### src/hdl/fts_pkg.sv
package fts_pkg;

    localparam int QUEUE_DEPTH_DEF = 16;
    localparam int ID_BITS_DEF     = 8;
    localparam int BURST_BITS_DEF  = 16;

    localparam int STATUS_BITS = 2;
    localparam int WAIT_BITS   = 32;
    localparam int TIME_BITS   = 32;

    localparam logic CMD_ARRIVE = 1'b0;
    localparam logic CMD_TICK   = 1'b1;

    localparam logic [STATUS_BITS-1:0] STAT_OK   = 2'd0;
    localparam logic [STATUS_BITS-1:0] STAT_FULL = 2'd1;
    localparam logic [STATUS_BITS-1:0] STAT_ZERO = 2'd2;

    // per-cell control
    typedef struct packed {
        logic load;
        logic shift;
        logic dec;
    } fts_cell_ctrl_t;

    // queue control from the scheduler
    typedef struct packed {
        logic push;
        logic pop;
        logic dec;
    } fts_q_ctrl_t;

endpackage

### src/hdl/fts_cell.sv
module fts_cell #(
    parameter int ID_BITS    = fts_pkg::ID_BITS_DEF,
    parameter int BURST_BITS = fts_pkg::BURST_BITS_DEF
) (
    input  logic                   aclk,
    input  fts_pkg::fts_cell_ctrl_t ctrl,
    input  logic [ID_BITS-1:0]     load_id,
    input  logic [BURST_BITS-1:0]  load_rem,
    input  logic [ID_BITS-1:0]     next_id,
    input  logic [BURST_BITS-1:0]  next_rem,
    output logic [ID_BITS-1:0]     id,
    output logic [BURST_BITS-1:0]  rem
);

    logic [ID_BITS-1:0]    id_reg, id_next;
    logic [BURST_BITS-1:0] rem_reg, rem_next;

    always_comb begin
        id_next  = id_reg;
        rem_next = rem_reg;
        priority if (ctrl.load) begin
            id_next  = load_id;
            rem_next = load_rem;
        end else if (ctrl.shift) begin
            id_next  = next_id;
            rem_next = next_rem;
        end else if (ctrl.dec) begin
            rem_next = rem_reg - BURST_BITS'(1);
        end
    end

    always_ff @(posedge aclk) begin
        id_reg  <= id_next;
        rem_reg <= rem_next;
    end

    assign id  = id_reg;
    assign rem = rem_reg;

endmodule

### src/hdl/fts_queue.sv
module fts_queue #(
    parameter int QUEUE_DEPTH = fts_pkg::QUEUE_DEPTH_DEF,
    parameter int ID_BITS     = fts_pkg::ID_BITS_DEF,
    parameter int BURST_BITS  = fts_pkg::BURST_BITS_DEF
) (
    input  logic                               aclk,
    input  logic                               aresetn,
    input  fts_pkg::fts_q_ctrl_t               ctrl,
    input  logic [ID_BITS-1:0]                 push_id,
    input  logic [BURST_BITS-1:0]              push_rem,
    output logic [ID_BITS-1:0]                 head_id,
    output logic [BURST_BITS-1:0]              head_rem,
    output logic [$clog2(QUEUE_DEPTH+1)-1:0]   count
);

    localparam int CNT_W = $clog2(QUEUE_DEPTH + 1);

    logic [CNT_W-1:0] count_reg, count_next;

    logic [ID_BITS-1:0]    cell_id  [QUEUE_DEPTH];
    logic [BURST_BITS-1:0] cell_rem [QUEUE_DEPTH];

    // head sits in cell 0, a pop shifts every cell one place towards it
    for (genvar i = 0; i < QUEUE_DEPTH; i++) begin : g_cell
        fts_pkg::fts_cell_ctrl_t cc;
        logic [ID_BITS-1:0]      nb_id;
        logic [BURST_BITS-1:0]   nb_rem;

        assign cc.load  = ctrl.push && (count_reg == CNT_W'(i));
        assign cc.shift = ctrl.pop;
        assign cc.dec   = ctrl.dec && (i == 0);

        if (i == QUEUE_DEPTH - 1) begin : g_last
            assign nb_id  = cell_id[i];
            assign nb_rem = cell_rem[i];
        end else begin : g_mid
            assign nb_id  = cell_id[i+1];
            assign nb_rem = cell_rem[i+1];
        end

        fts_cell #(
            .ID_BITS    (ID_BITS),
            .BURST_BITS (BURST_BITS)
        ) u_cell (
            .aclk     (aclk),
            .ctrl     (cc),
            .load_id  (push_id),
            .load_rem (push_rem),
            .next_id  (nb_id),
            .next_rem (nb_rem),
            .id       (cell_id[i]),
            .rem      (cell_rem[i])
        );
    end

    always_comb begin
        count_next = count_reg;
        priority if (ctrl.push) begin
            count_next = count_reg + CNT_W'(1);
        end else if (ctrl.pop) begin
            count_next = count_reg - CNT_W'(1);
        end
    end

    always_ff @(posedge aclk) begin
        if (!aresetn) begin
            count_reg <= '0;
        end else begin
            count_reg <= count_next;
        end
    end

    assign head_id  = cell_id[0];
    assign head_rem = cell_rem[0];
    assign count    = count_reg;

endmodule

### src/hdl/fcfs_tick_scheduler.sv
// First-come-first-served job scheduler without preemption. Each s_ transaction is an
// arrival (tuser = 0: job id and burst length queued at the tail, dropped with a status
// code when the burst is zero or the queue is full) or a tick (tuser = 1: the head job
// runs one unit and leaves the queue once its burst is used up). Every transaction gives
// exactly one m_ transaction carrying status, busy flag, running id, finished flag, the
// saturating total wait and the wrapping tick count. The queue is a row of cells with the
// head in the first cell and a shift towards it on completion, so one transaction per
// clock is sustained; each result goes through the output register and shows in the
// cycle after its input is taken, and s_tready drops only while that register is held.
module fcfs_tick_scheduler #(
    parameter int QUEUE_DEPTH = fts_pkg::QUEUE_DEPTH_DEF,
    parameter int ID_BITS     = fts_pkg::ID_BITS_DEF,
    parameter int BURST_BITS  = fts_pkg::BURST_BITS_DEF,
    localparam int IN_W       = ID_BITS + BURST_BITS,
    localparam int IN_BYTES   = 8 * ((IN_W + 7) / 8),
    localparam int OUT_W      = fts_pkg::STATUS_BITS + 2 + ID_BITS
                                + fts_pkg::WAIT_BITS + fts_pkg::TIME_BITS,
    localparam int OUT_BYTES  = 8 * ((OUT_W + 7) / 8)
) (
    input  logic                 aclk,
    input  logic                 aresetn,
    input  logic                 s_tvalid,
    output logic                 s_tready,
    input  logic [IN_BYTES-1:0]  s_tdata,   // job_id, burst_length
    input  logic                 s_tuser,   // command
    output logic                 m_tvalid,
    input  logic                 m_tready,
    output logic [OUT_BYTES-1:0] m_tdata    // status, busy_res, running_id, finished,
                                            // total_wait, time_now
);

    localparam int CNT_W = $clog2(QUEUE_DEPTH + 1);
    localparam int WB    = fts_pkg::WAIT_BITS;
    localparam int TB    = fts_pkg::TIME_BITS;

    logic [ID_BITS-1:0]    in_id;
    logic [BURST_BITS-1:0] in_burst;
    logic                  accept, is_tick;

    logic [ID_BITS-1:0]    head_id;
    logic [BURST_BITS-1:0] head_rem;
    logic [CNT_W-1:0]      count;
    logic                  has_job, done;

    fts_pkg::fts_q_ctrl_t  qc;

    logic [WB-1:0]  wait_reg, wait_next;
    logic [TB-1:0]  time_reg, time_next;
    logic [WB:0]    wait_sum;
    logic [1:0]     status;

    logic                 out_valid_reg, out_valid_next;
    logic [OUT_W-1:0]     out_data_reg, out_data_next;

    assign in_id    = s_tdata[ID_BITS-1:0];
    assign in_burst = s_tdata[IN_W-1:ID_BITS];

    assign s_tready = !out_valid_reg || m_tready;
    assign accept   = s_tvalid && s_tready;
    assign is_tick  = (s_tuser == fts_pkg::CMD_TICK);

    assign has_job = (count != '0);
    // head entries always hold a non-zero burst, so one unit left means done
    assign done    = has_job && (head_rem <= BURST_BITS'(1));

    always_comb begin
        status = fts_pkg::STAT_OK;
        if (!is_tick) begin
            priority if (in_burst == '0) begin
                status = fts_pkg::STAT_ZERO;
            end else if (count == CNT_W'(QUEUE_DEPTH)) begin
                status = fts_pkg::STAT_FULL;
            end
        end
    end

    assign qc.push = accept && !is_tick && (status == fts_pkg::STAT_OK);
    assign qc.pop  = accept && is_tick && done;
    assign qc.dec  = accept && is_tick && has_job && !done;

    fts_queue #(
        .QUEUE_DEPTH (QUEUE_DEPTH),
        .ID_BITS     (ID_BITS),
        .BURST_BITS  (BURST_BITS)
    ) u_queue (
        .aclk     (aclk),
        .aresetn  (aresetn),
        .ctrl     (qc),
        .push_id  (in_id),
        .push_rem (in_burst),
        .head_id  (head_id),
        .head_rem (head_rem),
        .count    (count)
    );

    // jobs behind the head add to the wait, saturating
    assign wait_sum = {1'b0, wait_reg} + (WB + 1)'(count) - (WB + 1)'(1);

    always_comb begin
        wait_next = wait_reg;
        time_next = time_reg;
        if (accept && is_tick) begin
            time_next = time_reg + TB'(1);
            if (has_job) begin
                wait_next = wait_sum[WB] ? {WB{1'b1}} : wait_sum[WB-1:0];
            end
        end
    end

    always_comb begin
        out_valid_next = out_valid_reg;
        out_data_next  = out_data_reg;
        if (accept) begin
            out_valid_next = 1'b1;
            out_data_next  = {time_next, wait_next,
                              is_tick && done,
                              (is_tick && has_job) ? head_id : ID_BITS'(0),
                              is_tick && has_job,
                              status};
        end else if (m_tready) begin
            out_valid_next = 1'b0;
        end
    end

    always_ff @(posedge aclk) begin
        if (!aresetn) begin
            wait_reg      <= '0;
            time_reg      <= '0;
            out_valid_reg <= 1'b0;
        end else begin
            wait_reg      <= wait_next;
            time_reg      <= time_next;
            out_valid_reg <= out_valid_next;
        end
    end

    always_ff @(posedge aclk) begin
        out_data_reg <= out_data_next;
    end

    assign m_tvalid = out_valid_reg;
    assign m_tdata  = OUT_BYTES'(out_data_reg);

endmodule

### config.mk
export PLATFORM = sky130hd
export DESIGN_NAME = fcfs_tick_scheduler
export DESIGN_NICKNAME = d
export VERILOG_FILES = /design/src/hdl/fts_pkg.sv /design/src/hdl/fts_cell.sv /design/src/hdl/fts_queue.sv /design/src/hdl/fcfs_tick_scheduler.sv
export SDC_FILE = /design/constraint.sdc
export NUM_CORES = 1
export LEC_CHECK = 0
export ABC_AREA = 1
export BUFFER_PORTS_ARGS = -buffer_cell sky130_fd_sc_hd__buf_2
export CORE_MARGIN = 5
export CORE_UTILIZATION = 56
export CTS_CLUSTER_DIAMETER = 120
export DETAILED_ROUTE_END_ITERATION = 8
export MAX_ROUTING_LAYER = met4
export PLACE_DENSITY_LB_ADDON = 0.12
export RECOVER_POWER = 50
export SYNTH_ARGS = -nofsm -noshare
export SYNTH_HDL_FRONTEND = slang
export SYNTH_SLANG_ARGS = --single-unit
### constraint.sdc
create_clock -name aclk -period 4.3 [get_ports aclk]
set_clock_uncertainty 0.05 [all_clocks]
set_input_delay 0.43 -clock aclk [delete_from_list [all_inputs] [get_ports aclk]]
set_output_delay 0.43 -clock aclk [all_outputs]
set_load 0.005 [all_outputs]
==> flow_results.org, run 1 <==
** Status
- The run finished, with violations left.
- The checks that failed: max-capacitance violations, max-slew violations.

** Yosys
- Share of the synthesized area in the top cell type :: 56.38%
- Most frequent cell after synthesis :: sky130_fd_sc_hd__nand2_1
- Async set or reset register ratio after synthesis :: 0%
- Number of distinct standard cells referenced by the synthesized netlist :: 44
- Cell count after synthesis :: 2526
- Top cells by count, synth :: sky130_fd_sc_hd__nand2_1 (723), sky130_fd_sc_hd__edfxtp_1 (460), sky130_fd_sc_hd__o21ai_0 (386), sky130_fd_sc_hd__inv_1 (254), sky130_fd_sc_hd__nor2_1 (156)
- Mapped Avg Cell Area :: 9.699 sq um
- Cell taking the most area after synthesis :: sky130_fd_sc_hd__edfxtp_1
- Share of the yosys chip area belonging to registers :: 62.10%
- Main flop type after synthesis :: sky130_fd_sc_hd__edfxtp_1
- Counting flops with a built-in enable in the synthesized netlist gives 460.
- Yosys attributes the largest share of cell area to sky130_fd_sc_hd__edfxtp_1 (56%), sky130_fd_sc_hd__nand2_1 (11%), sky130_fd_sc_hd__o21ai_0 (7.9%), sky130_fd_sc_hd__dfxtp_1 (5.7%), sky130_fd_sc_hd__inv_1 (3.9%).
- Register bit total from synthesis :: 530
- Yosys printed 0 warnings.
- Area of the mapped netlist :: 24500 sq um

** Min path
- The worst hold path begins at s_tvalid.
- Along the worst hold path, the cell count comes to 3.
- The min-delay analysis places its worst path in the category in2reg.
- The path with the worst hold slack has its endpoint at m_tvalid$_SDFFE_PN0P_.

** Clock network
- Clock tree from TritonCTS :: yes
- Post-CTS setup buffer count :: 0
- Total number of H-tree levels :: 2
- Buffer levels on the longest clock path :: 3
- In this run the clock root is driven by a sky130_fd_sc_hd__clkbuf_16.
- Once the clock tree was built, the resizer swapped 0 gates to a different size.
- Worst skew pair latency :: 0.60 ns
- For this design, the sink count on the clock tree is 530.
- Number of buffers created by CTS :: 53
- Worst-path clk slew :: 0.06 ns

** STA
- Min Tclk post-route :: 3.568 ns
- Count of pins over their slew limit :: 68
- Setup repair after global routing left no endpoint under its margin.
- The count of endpoints failing hold in the final timing report was 0.
- Max Fclk :: 280.3 MHz
- Worst max-slew margin expressed relative to the limit :: -50.83%
- Hold timing on the final database bottoms out at a slack of 0.09664 ns.
- At the pin with the least slew margin, the transition time is 2.262 ns.
- Setup TNS :: 0 ns
- Final number of setup-violating endpoints :: 0
- In the finished design, the share of the clock period the worst path needs comes to 82.98%.

** Pwr
- Leak Pwr :: 0.01139 uW
- In this run the power density over the cells is 416.4 nW/um^2.
- VDD sags by at most 0.2636 mV.

** Floorplanning
- The floorplan step defined a die boundary enclosing 48030 sq um.
- During I/O placement, the number of pins put on the boundary was 111.
- The core region is 43170 sq um.
- For this configuration, the core starts out at a cell density of 56.75%.
- From left edge to right edge, the die measures 219.2 um.
- Die outline height :: 219.2 um
- The floorplan has 76 rows.

** Critical path
- In this design, the largest share of critical-path delay is due to buffers and inverters.
- The worst setup path is launched from a flip-flop.
- Worst R2R Setup Slack :: 0.73 ns
- At the worst endpoint, the arrival time is 3.72 ns.
- Largest stage delay, worst path :: 0.99 ns
- Reg2Reg Launch Point :: m_tvalid$_SDFFE_PN0P_
- Combined buffer and inverter count along the critical path :: 2
- Crit-path cells :: a21oi_4 > nand2_1 > nor2_4 > nand3_1 > buf_4 > nand2_1 > clkbuf_1
- R2R cell count :: 7
- The most numerous cell type found on the critical path is sky130_fd_sc_hd__nand2_1.
- In this run the worst path has a maximum fanout of 26.
- The endpoint identified for the worst register-to-register timing path is u_queue.g_cell[14].u_cell.rem[9]$_DFFE_PP_.
- The critical path is of the reg2reg type.
- STA classifies the critical path endpoint as a flip-flop.
- Data required time at the worst endpoint :: 4.46 ns
- The slowest stage of the critical path is the sky130_fd_sc_hd__clkbuf_1 cell.

** Placed design
- After detailed placement, the design holds a cell count of 3121.
- Buffers placed on the I/O ports in this run total 106.
- After legalization and detailed placement, the total HPWL measured 38510 um.
- Routability-driven placement congestion ratio :: 0.9006
- In this run the cell area measured after placement is 25350 sq um.

** Layout
- N_diodes :: 0
- Cells with a size suffix above 1 make up 5.535% of the layout.
- Flip-flop count of the largest register after layout :: 256
- Cell area after layout :: 27090 sq um
- Relative to the synthesized area, the layout overhead comes to 10.56%.
- For this run, the post-layout net count is 2687.
- Excluding fillers, the count of instances in the completed layout stands at 3241.
- Final standard cell utilization of the core :: 62.74%

** GRT
- Overflow after GRT :: 0
- Maximum number of pins on one net before global-route repair :: 70
- The number of global-route vias before repair is 16970.
- Fraction of met1 tracks used by global routing :: 30.96%
- Busiest metal layer after global routing :: met2
- Across every metal layer, demand over resource in global routing totals 23.58%.
- For this run, global-route usage on met2 was measured as 39.56%.
- Number of antenna violations at the first check in global routing :: 0
- The first global-routing pass estimated 88380 um of wire.
- Grt met3 use :: 3.449%

** Detailed routing
- Detail-routed net length per standard cell :: 16.79 um
- Wire length reported by the detailed router :: 54420 um
- The count of nets left with antenna violations once routing finished came out at 0.
- Summing over every cut layer, the via total after detailed routing is 17240.
- For this block, the initial DRC count from the detailed router was 1367.
- The first detailed-routing pass ran for 5 iterations.
- In the routed design, unresolved DRC markers number 0.
- Ratio of routed vias to standard cells :: 5.319

** Flow run
- Max-cap violations in this run came to 2.
## per-stage QoR
| step | total power (uW) | worst slack [ns] |
|---|---|---|
| 2_1_floorplan | 6525 | 0.3500 |
| 3_3_place_gp | 6864 | 0.9091 |
| 3_5_place_dp | 6865 | 0.7462 |
| 4_1_cts | 11380 | 0.8407 |
| 5_1_grt | 11770 | 0.4665 |
| 6_report | 11280 | 0.7318 |
## layout by cell type (no fill, tap or decap), types with 12 or more instances in the layout
master / n
sky130_fd_sc_hd__nor2_1: 156
sky130_fd_sc_hd__o21ai_0: 386
sky130_fd_sc_hd__ha_1: 45
sky130_fd_sc_hd__dfxtp_1: 70
sky130_fd_sc_hd__edfxtp_1: 460
sky130_fd_sc_hd__nand2_1: 727
sky130_fd_sc_hd__inv_1: 255
sky130_fd_sc_hd__clkbuf_16: 53
sky130_fd_sc_hd__buf_4: 15
sky130_fd_sc_hd__nand4_1: 24
sky130_fd_sc_hd__nand3_1: 74
sky130_fd_sc_hd__nor3_1: 42
sky130_fd_sc_hd__a21oi_1: 48
sky130_fd_sc_hd__buf_2: 32
sky130_fd_sc_hd__xor2_1: 17
sky130_fd_sc_hd__xnor2_1: 24
sky130_fd_sc_hd__o211ai_1: 12
sky130_fd_sc_hd__clkbuf_1: 97
sky130_fd_sc_hd__dlygate4sd3_1: 21
## cell type report
type	count	area (sq um)
clock buffer	71	1424
clock inverter	28	279.0
fill	3673	16080
inverter	259	974.7
multi-input combinational	1613	7647
sequential	530	15210
tap	585	732.0
timing repair buffer	155	815.8
## what timing repair did
| item | in CTS | in global routing |
|---|---|---|
| setup endpoints to repair | 0 | 0 |
| endpoints found under the hold margin | 21 | 0 |
| hold buffers | 21 | 0 |
## tightest hold or removal path, delay by kind of cell
kind / cells / cell delay [ns]
AOI/OAI and AO/OA: 1 / 0.13
buffers and inverters: 2 / 0.14
## power breakdown
group	internal [uW]	switching, uW	leakage, uW
combinational	326	776	0.00577
sequential	5630	39.7	0.00479
clock	2580	1930	0.000831
total	8530	2750	0.0114
## kinds of logic (layout without fill, tap and decap cells)
group / after synthesis / after routing / synth area share, %
and+or+nand+nor: 1059 / 1059 / 17.60
DFF: 530 / 530 / 62.10
AOI/OAI and AO/OA: 463 / 463 / 9.754
buffers and inverters: 386 / 513 / 6.680
adders and majority gates: 46 / 46 / 2.380
xor gates and xnor gates: 41 / 41 / 1.466
other: 1 / 4 / 0.01531
## per-layer routing
layer	up-vias	wire, um
met1	8055	24140
li1	8643	-
met3	79	2847
met4	0	947
met2	462	26480
met5	-	0
## how the worst max path moves through the flow
stage	endpoint	depth (start not counted)	startpoint
floorplan	u_queue.g_cell[10].u_cell.id[0]$_DFFE_PP_	9	m_tready
global route	out_data_reg[24]$_DFFE_PP_	18	u_queue.count[4]$_SDFFE_PN0P_
global placement	u_queue.g_cell[0].u_cell.rem[1]$_DFFE_PP_	8	m_tready
finish	u_queue.g_cell[14].u_cell.rem[9]$_DFFE_PP_	7	m_tvalid$_SDFFE_PN0P_
CTS	out_data_reg[26]$_DFFE_PP_	18	u_queue.count[4]$_SDFFE_PN0P_
detailed placement	u_queue.g_cell[0].u_cell.rem[0]$_DFFE_PP_	8	m_tready
No activity file was read; power rests on OpenSTA's default activity.
==> run 2, diff against run 1 <==
--- a/config.mk
+++ b/config.mk
@@ -5,7 +5,7 @@
 export SDC_FILE = /design/constraint.sdc
 export NUM_CORES = 1
 export LEC_CHECK = 0
-export ABC_AREA = 1
+export ABC_AREA = 0
 export BUFFER_PORTS_ARGS = -buffer_cell sky130_fd_sc_hd__buf_2
 export CORE_MARGIN = 5
 export CORE_UTILIZATION = 56
==> constraint.sdc (replaced) <==
create_clock -name aclk -period 3.1 [get_ports aclk]
set_clock_uncertainty 0.05 [all_clocks]
set_input_delay 0.31 -clock aclk [delete_from_list [all_inputs] [get_ports aclk]]
set_output_delay 0.31 -clock aclk [all_outputs]
set_load 0.005 [all_outputs]
==> flow_results.org, run 2 <==
** Status
- The run finished, with violations left.
- The checks that failed: max-capacitance violations, max-slew violations, negative setup slack.

** STA
- Unrepaired setup endpoints after global routing :: yes
- Final number of setup-violating endpoints :: 12
- Worst Hold Slack :: 0.1966 ns
- Crit share post-route :: 106.1%
- Final Hold Violating Endpoints :: 0
- PnR worst setup slack :: -0.1878 ns
- Transition time of the tightest slew-check pin :: 1.990 ns
- Max Fclk :: 304.2 MHz
- Min Tclk post-route :: 3.288 ns
- Worst max-slew margin expressed relative to the limit :: -32.68%
- The final max-slew violation count came to 77.

** Yosys
- The commonest cells after synthesis are sky130_fd_sc_hd__edfxtp_1 (460), sky130_fd_sc_hd__mux2_2 (337), sky130_fd_sc_hd__nand2_1 (125), sky130_fd_sc_hd__nor2_1 (96), sky130_fd_sc_hd__clkbuf_1 (78).
- Mux contribution to synthesized area :: 16.10%
- After synthesis, the netlist uses 63 different library cells.
- Summing the areas of all and, or, nand and nor instances in the mapped netlist gives 7.848% of the synthesized area.
- Among all flip-flop cells after synthesis, the most frequent one is sky130_fd_sc_hd__edfxtp_1.
- Of all flip-flops after synthesis, the portion carrying an async set or reset was 0%.
- Xor-xnor portion of the synthesized cell area :: 2.767%
- Of the total synthesized cell area, the portion taken by full adders, half adders and majority gates is 2.461%.
- For this run, the register share of the synthesized area comes to 64.22%.
- After synthesis the netlist holds a flip-flop and latch count of 530.
- Mapped Avg Cell Area :: 14.13 sq um
- Leading cell types by total area after synthesis :: sky130_fd_sc_hd__edfxtp_1 (58%), sky130_fd_sc_hd__mux2_2 (16%), sky130_fd_sc_hd__dfxtp_1 (5.9%), sky130_fd_sc_hd__ha_1 (2.4%), sky130_fd_sc_hd__nand2_1 (2.0%)
- Count of flip-flops with a built-in enable after synthesis :: 460
- The synthesized design devotes to its leading area cell type 58.30% of total area.
- Number of synthesis warnings :: 0
- Combinational family with the most area after synthesis :: multiplexers
- In the synthesized netlist, the number of instances is 1677.
- Most frequent cell after synthesis :: sky130_fd_sc_hd__edfxtp_1
- Cell taking the most area after synthesis :: sky130_fd_sc_hd__edfxtp_1
- The synthesized netlist devotes 4.204% of its cell area to compound gates.
- The synthesized netlist occupies a cell area of 23690 sq um.

** Pwr
- Leak Pwr :: 0.01012 uW
- Total power divided by cell area :: 572.7 nW/um^2
- VDD sags by at most 0.5004 mV.
- Total Power Consumption :: 15830 uW

** Clock network
- Library cell used as clock root buffer :: sky130_fd_sc_hd__clkbuf_16
- Clock tree from TritonCTS :: yes
- The clock reaches the later pin of the worst-skew pair after 0.60 ns.
- No sink is reached through more buffers than the 3 on the longest clock path.
- For this design, the sink count on the clock tree is 530.
- The clock tree synthesis step divided the H-tree into 2 levels.
- Clock-pin slew was measured on the worst setup and hold paths at 0.06 ns.
- Number of buffers created by CTS :: 54

** Detailed routing
- Ratio of routed vias to standard cells :: 5.503
- The first detailed-routing pass ran for 5 iterations.
- Dividing the detail-routed wire length by the instance count gives 17.85 um.
- The detail route stage leaves a number of antenna-violating nets equal to 0.
- DRC violations left :: 0
- Iteration-0 DRC count of the detailed router :: 771
- Wire length reported by the detailed router :: 44000 um
- Summing over every cut layer, the via total after detailed routing is 13570.

** GRT
- The number of global-route vias before repair is 14250.
- For this run the aggregate overflow at the end of global routing stands at 0.
- Number of antenna violations at the first check in global routing :: 0
- The first global-routing pass estimated 72500 um of wire.
- All-layer global routing usage :: 19.40%
- Entering global routing, the biggest net connects 77 pins.

** Layout
- Fin nets :: 1958
- Leaving out fill and tap cells, the most frequent cell in the layout is sky130_fd_sc_hd__edfxtp_1.
- Leaving out filler cells and counting taps, the final layout contains 2465.
- The layout has 3097 filler cells.
- From synthesis to final layout, the design area changed by 16.64%.
- The repair_antennas step left the layout with diodes totalling 0.
- Highest-count cells in the layout ignoring fill and taps :: sky130_fd_sc_hd__edfxtp_1 (460), sky130_fd_sc_hd__mux2_2 (337), sky130_fd_sc_hd__nand2_1 (118)
- The register with the most flip-flops in the layout has 256 of them.
- Of the cells placed in the final design, the portion with a size suffix greater than 1 is 33.70%.

** Floorplanning
- Horizontal die dimension :: 215.7 um
- Total core area :: 41950 sq um
- Row generation in the floorplan step produced 75 rows.
- During I/O placement, the number of pins put on the boundary was 111.
- The die covers 46520 sq um.
- Starting density of the core :: 56.48%
- Die outline height :: 215.7 um

** Placed design
- Routability-driven placement congestion ratio :: 0.8812
- Number of port buffers :: 106
- Cells after DPL :: 2347
- After legalization and detailed placement, the total HPWL measured 30470 um.

** Critical path
- Data required time at the worst endpoint :: 3.39 ns
- The worst setup path is launched from a flip-flop.
- The worst setup path is captured at a flip-flop.
- The critical path in this run is classified as reg2reg.
- Data arrival time of the worst path :: 3.58 ns
- In this run the worst path has a maximum fanout of 3.

** Flow run
- Across the run, the number of max-cap violations was 1.

** Min path
- Class of the worst hold path :: in2reg
-- run 2: cell count changes in the layout (fill, tap and decap cells not counted), sizes merged, moves of 56 or more --
cell   change
buf      +106
nand2    -606
nand3     -56
inv      -204
o21ai    -331
mux2     +337
nor2      -63
-- run 2: final timing paths --
kind / startpoint / end / slack [ns] / cells after the start
setup / recovery: u_queue.count[1]$_SDFFE_PN0P_ / out_data_reg[43]$_DFFE_PP_ / -0.19 / 14
hold / removal: aresetn / u_queue.count[3]$_SDFFE_PN0P_ / 0.20 / 4
hold reg to reg: u_queue.g_cell[1].u_cell.id[0]$_DFFE_PP_ / u_queue.g_cell[0].u_cell.id[0]$_DFFE_PP_ / 0.47 / 2
setup reg to reg: u_queue.count[1]$_SDFFE_PN0P_ / out_data_reg[43]$_DFFE_PP_ / -0.19 / 14
-- run 2: kinds of logic after synthesis --
group / count (synthesis)
AOI/OAI and AO/OA: 157
and+or+nand+nor: 386
DFF: 530
adders and majority gates: 46
muxes: 339
xor gates and xnor gates: 74
buffers and inverters: 144
other: 1
-- run 2: per-stage QoR --
stage | TNS (ns) | area (sq um) | utilization [%] | worst slack (ns)
floorplan | -31.94 | 23760 | - | -0.2204
global placement | -1.028 | 25780 | 61.46 | -0.2555
detailed placement | -2.465 | 25780 | 61.46 | -0.3505
CTS | -0.8740 | 27630 | 65.86 | -0.2390
global route | -19.77 | 27630 | 65.88 | -0.3781
finish | -0.7395 | 27630 | 65.88 | -0.1878
-- run 2: cell type report --
type,count,area (sq um),share of cell area [%]
timing repair buffer,236,1612,5.832
clock inverter,26,201.4,0.7290
inverter,55,209.0,0.7561
sequential,530,15220,55.08
multi-input combinational,1006,8213,29.72
clock buffer,73,1505,5.447
tap,539,674.4,2.440
-- run 2: timing repair --
| item | in CTS | in global routing |
|---|---|---|
| hold endpoints to repair | 2 | 0 |
| hold buffers | 3 | 0 |
| pin swaps | 15 | 36 |
| setup buffers | 7 | 9 |
| endpoints found under the setup margin | 31 | 104 |
| gates resized for setup | 23 | 53 |
| cloned | 0 | 1 |
-- run 2: power by group --
part	leakage (uW)	internal (uW)	switching (uW)
combinational	0.00450	781	967
clock	0.000837	3560	2630
sequential	0.00479	7820	62.5
-- run 2: worst max-delay path, cell delays in order (launching register included) --
cell and delay [ns]:
sky130_fd_sc_hd__dfxtp_4 0.35, sky130_fd_sc_hd__inv_4 0.04, sky130_fd_sc_hd__ha_4 0.25, sky130_fd_sc_hd__inv_2 0.04, sky130_fd_sc_hd__ha_4 0.15, sky130_fd_sc_hd__fa_2 0.36
sky130_fd_sc_hd__a21o_1 0.18, sky130_fd_sc_hd__a221o_1 0.37, sky130_fd_sc_hd__a211oi_4 0.27, sky130_fd_sc_hd__nor4_2 0.09, sky130_fd_sc_hd__nor3_2 0.18, sky130_fd_sc_hd__o31ai_2 0.12
sky130_fd_sc_hd__a221oi_2 0.26, sky130_fd_sc_hd__mux2i_1 0.11, sky130_fd_sc_hd__or2_1 0.21
-- run 2: per-layer routing --
| metal | routed length [um] | track usage, % |
|---|---|---|
| met5 | 0 | - |
| met4 | 1119 | 5.931 |
| met3 | 1586 | 2.775 |
| met2 | 22330 | 33.24 |
| met1 | 18970 | 24.18 |
==> run 3, diff against run 2 <==
--- a/config.mk
+++ b/config.mk
@@ -14,6 +14,8 @@
 export MAX_ROUTING_LAYER = met4
 export PLACE_DENSITY_LB_ADDON = 0.12
 export RECOVER_POWER = 50
+export SKIP_CTS_REPAIR_TIMING = 1
 export SYNTH_ARGS = -nofsm -noshare
 export SYNTH_HDL_FRONTEND = slang
 export SYNTH_SLANG_ARGS = --single-unit
+export TNS_END_PERCENT = 50
==> flow_results.org, run 3 (synthesis gave the netlist of run 2 again) <==
** Status
- The run finished, with violations left.
- The checks that failed: negative hold slack, max-capacitance violations, max-slew violations, negative setup slack.

** Critical path
- Across all register-to-register paths, the minimum setup slack is -0.28 ns.
- WS Path Type :: reg2reg
- R2R cell count :: 15
- Following the worst setup path forward leads to its endpoint at out_data_reg[43]$_DFFE_PP_.
- Of all nets on the critical path, the largest fanout is 4.
- Data arrival time of the worst path :: 3.67 ns
- Crit path capture type :: flip-flop
- Data required time at the worst endpoint :: 3.40 ns
- The worst register-to-register path begins at u_queue.count[1]$_SDFFE_PN0P_.
- Startpoint type of the worst setup path :: flip-flop
- R2R Path End :: out_data_reg[43]$_DFFE_PP_
- Launching element of the worst setup path :: u_queue.count[1]$_SDFFE_PN0P_

** Floorplanning
- For this design the top-level I/O count stands at 111.
- In this run the vertical extent of the chip is 215.7 um.
- Total Die Area :: 46520 sq um
- Starting density of the core :: 56.48%
- The core region is 41950 sq um.
- Standard-cell rows :: 75
- From left edge to right edge, the die measures 215.7 um.

** STA
- Transition time of the tightest slew-check pin :: 1.945 ns
- The worst pin sits at a relative slew slack of -29.64%.
- Worst Hold Slack :: -0.006911 ns
- Max Fclk :: 296.2 MHz
- Count of pins over their slew limit :: 77
- Setup repair after global routing could not meet its margin everywhere.
- After layout, the worst setup slack is -0.2764 ns.
- Crit share post-route :: 108.9%
- Final number of setup-violating endpoints :: 51
- For the finished layout, the period the worst path requires is 3.376 ns.
- Final Hold Violating Endpoints :: 1

** Detailed routing
- Detail-routed net length per standard cell :: 18.27 um
- Ratio of routed vias to standard cells :: 5.546
- Iteration-0 DRC count of the detailed router :: 660
- Wire length reported by the detailed router :: 44900 um
- Post-DRT Antenna Nets :: 0
- The pre-antenna-repair detailed-routing pass consisted of 5 iterations.
- DRC violations left :: 0
- Detailed routing inserted a total of 13630 vias.

** Layout
- Leaving out fill and tap cells, the most frequent cells in the layout are sky130_fd_sc_hd__edfxtp_1 (460), sky130_fd_sc_hd__mux2_2 (336), sky130_fd_sc_hd__nand2_1 (120).
- 0 antenna diodes ended up in the layout.
- Counting the fill cells in the layout gives 3052.
- After the last flow step, the layout net total stands at 1948.
- Area taken by flip-flops and latches :: 15220 sq um
- Flip-flop count of the largest register after layout :: 256
- Area of the multi-input gates :: 8250 sq um
- Layout cell share with drive strength beyond 1 :: 32.99%
- Commonest non-fill, non-tap cell in the layout :: sky130_fd_sc_hd__edfxtp_1
- Area growth from synthesis to final layout :: 16.66%

** Clock network
- Clock tree from TritonCTS :: yes
- After clock tree synthesis, the clock-pin slew on the worst setup and hold paths is 0.06 ns.
- The clock passes through at most 3 buffers.
- The root buffer cell chosen for the clock tree is sky130_fd_sc_hd__clkbuf_16.
- Counting the buffers created by CTS gives 54.
- Counting every sink on the clock net gives 530.
- At the later pin of the worst-skew pair, clock insertion delay measures 0.60 ns.
- In this run the number of H-tree levels came out at 2.

** Flow run
- Max Cap Violations :: 1

** Pwr
- Leak Pwr :: 0.01009 uW
- Total power divided by cell area :: 584.8 nW/um^2
- Across the VDD grid, the largest voltage drop is 0.4278 mV.

** GRT
- The first global-routing pass estimated 72970 um of wire.
- The number of antenna violations at the first check in global routing came to 0.
- Fraction of met1 tracks used by global routing :: 26.13%
- Met2 Resource Use GR :: 31.92%
- Across every metal layer, demand over resource in global routing totals 19.63%.
- Busiest metal layer after global routing :: met2
- Summed over all layers, the global routing overflow is 0.
- Entering global routing, the biggest net connects 77 pins.
- In the global route stage, met3 resource usage came out at 2.775%.
- Vias in the first global route :: 14020

** Placed design
- Place WS :: -0.3757 ns
- Detailed placement ended at an HPWL of 30610 um.
- Routability-driven placement congestion ratio :: 0.8636
- Number of port buffers :: 106

** Min path
- Class of the worst hold path :: in2reg
- The worst hold path was traced through 3 stages.
-- run 3: worst min path at each step --
stage,slack [ns],start,end
detailed placement,0.47,u_queue.g_cell[1].u_cell.id[2]$_DFFE_PP_,u_queue.g_cell[0].u_cell.id[2]$_DFFE_PP_
global route,0.02,m_tready,m_tvalid$_SDFFE_PN0P_
finish,-0.007,m_tready,m_tvalid$_SDFFE_PN0P_
floorplan,0.36,s_tdata[0],u_queue.g_cell[15].u_cell.id[0]$_DFFE_PP_
CTS,-0.12,s_tvalid,m_tvalid$_SDFFE_PN0P_
global placement,0.47,u_queue.g_cell[1].u_cell.id[2]$_DFFE_PP_,u_queue.g_cell[0].u_cell.id[2]$_DFFE_PP_
-- run 3: critical path, cell delays in order (launching register included) --
cell                       delay [ns]
sky130_fd_sc_hd__dfxtp_4         0.35
sky130_fd_sc_hd__inv_4           0.04
sky130_fd_sc_hd__ha_4            0.25
sky130_fd_sc_hd__inv_2           0.04
sky130_fd_sc_hd__ha_4            0.15
sky130_fd_sc_hd__fa_2            0.34
sky130_fd_sc_hd__a21o_1          0.19
sky130_fd_sc_hd__a221o_1         0.35
sky130_fd_sc_hd__a211oi_4        0.31
sky130_fd_sc_hd__nor4_2          0.07
sky130_fd_sc_hd__nor3_2          0.15
sky130_fd_sc_hd__buf_4           0.15
sky130_fd_sc_hd__o31ai_4         0.07
sky130_fd_sc_hd__a221oi_2        0.28
sky130_fd_sc_hd__mux2i_1         0.12
sky130_fd_sc_hd__or2_1           0.22
-- run 3: metal layers --
layer	part of all wire, %	up-vias
li1	-	6612
met4	2.3	0
met2	48	226
met1	46	6717
met3	3.6	78
met5	0	-
-- run 3: area by class of cell --
type / count / share of cell area [%]
inverter: 55 / 0.7560
clock buffer: 79 / 5.559
clock inverter: 23 / 0.9144
sequential: 530 / 55.07
timing repair buffer: 226 / 5.410
tap: 539 / 2.440
multi-input combinational: 1006 / 29.85
-- run 3: metrics by stage --
| stage | power [uW] | cell area, sq um | instances | setup TNS [ns] | util, % |
|---|---|---|---|---|---|
| 2_1_floorplan | 8967 | 23760 | 1680 | -31.98 | - |
| 6_report | 16160 | 27640 | 2458 | -1.353 | 65.89 |
| 3_5_place_dp | 9522 | 25740 | 2345 | -3.565 | 61.36 |
| 3_3_place_gp | 9507 | 25740 | 2345 | -1.403 | 61.36 |
| 4_1_cts | 16040 | 27530 | 2447 | -4.100 | 65.62 |
| 5_1_grt | 16820 | 27640 | 2458 | -52.96 | 65.89 |
-- run 3: power by group --
group          total (uW)  leakage (uW)  switching (uW)  internal (uW)
combinational        1790       0.00442            1010            779
clock                6490      0.000877            2630           3850
sequential           7880       0.00479            60.7           7820
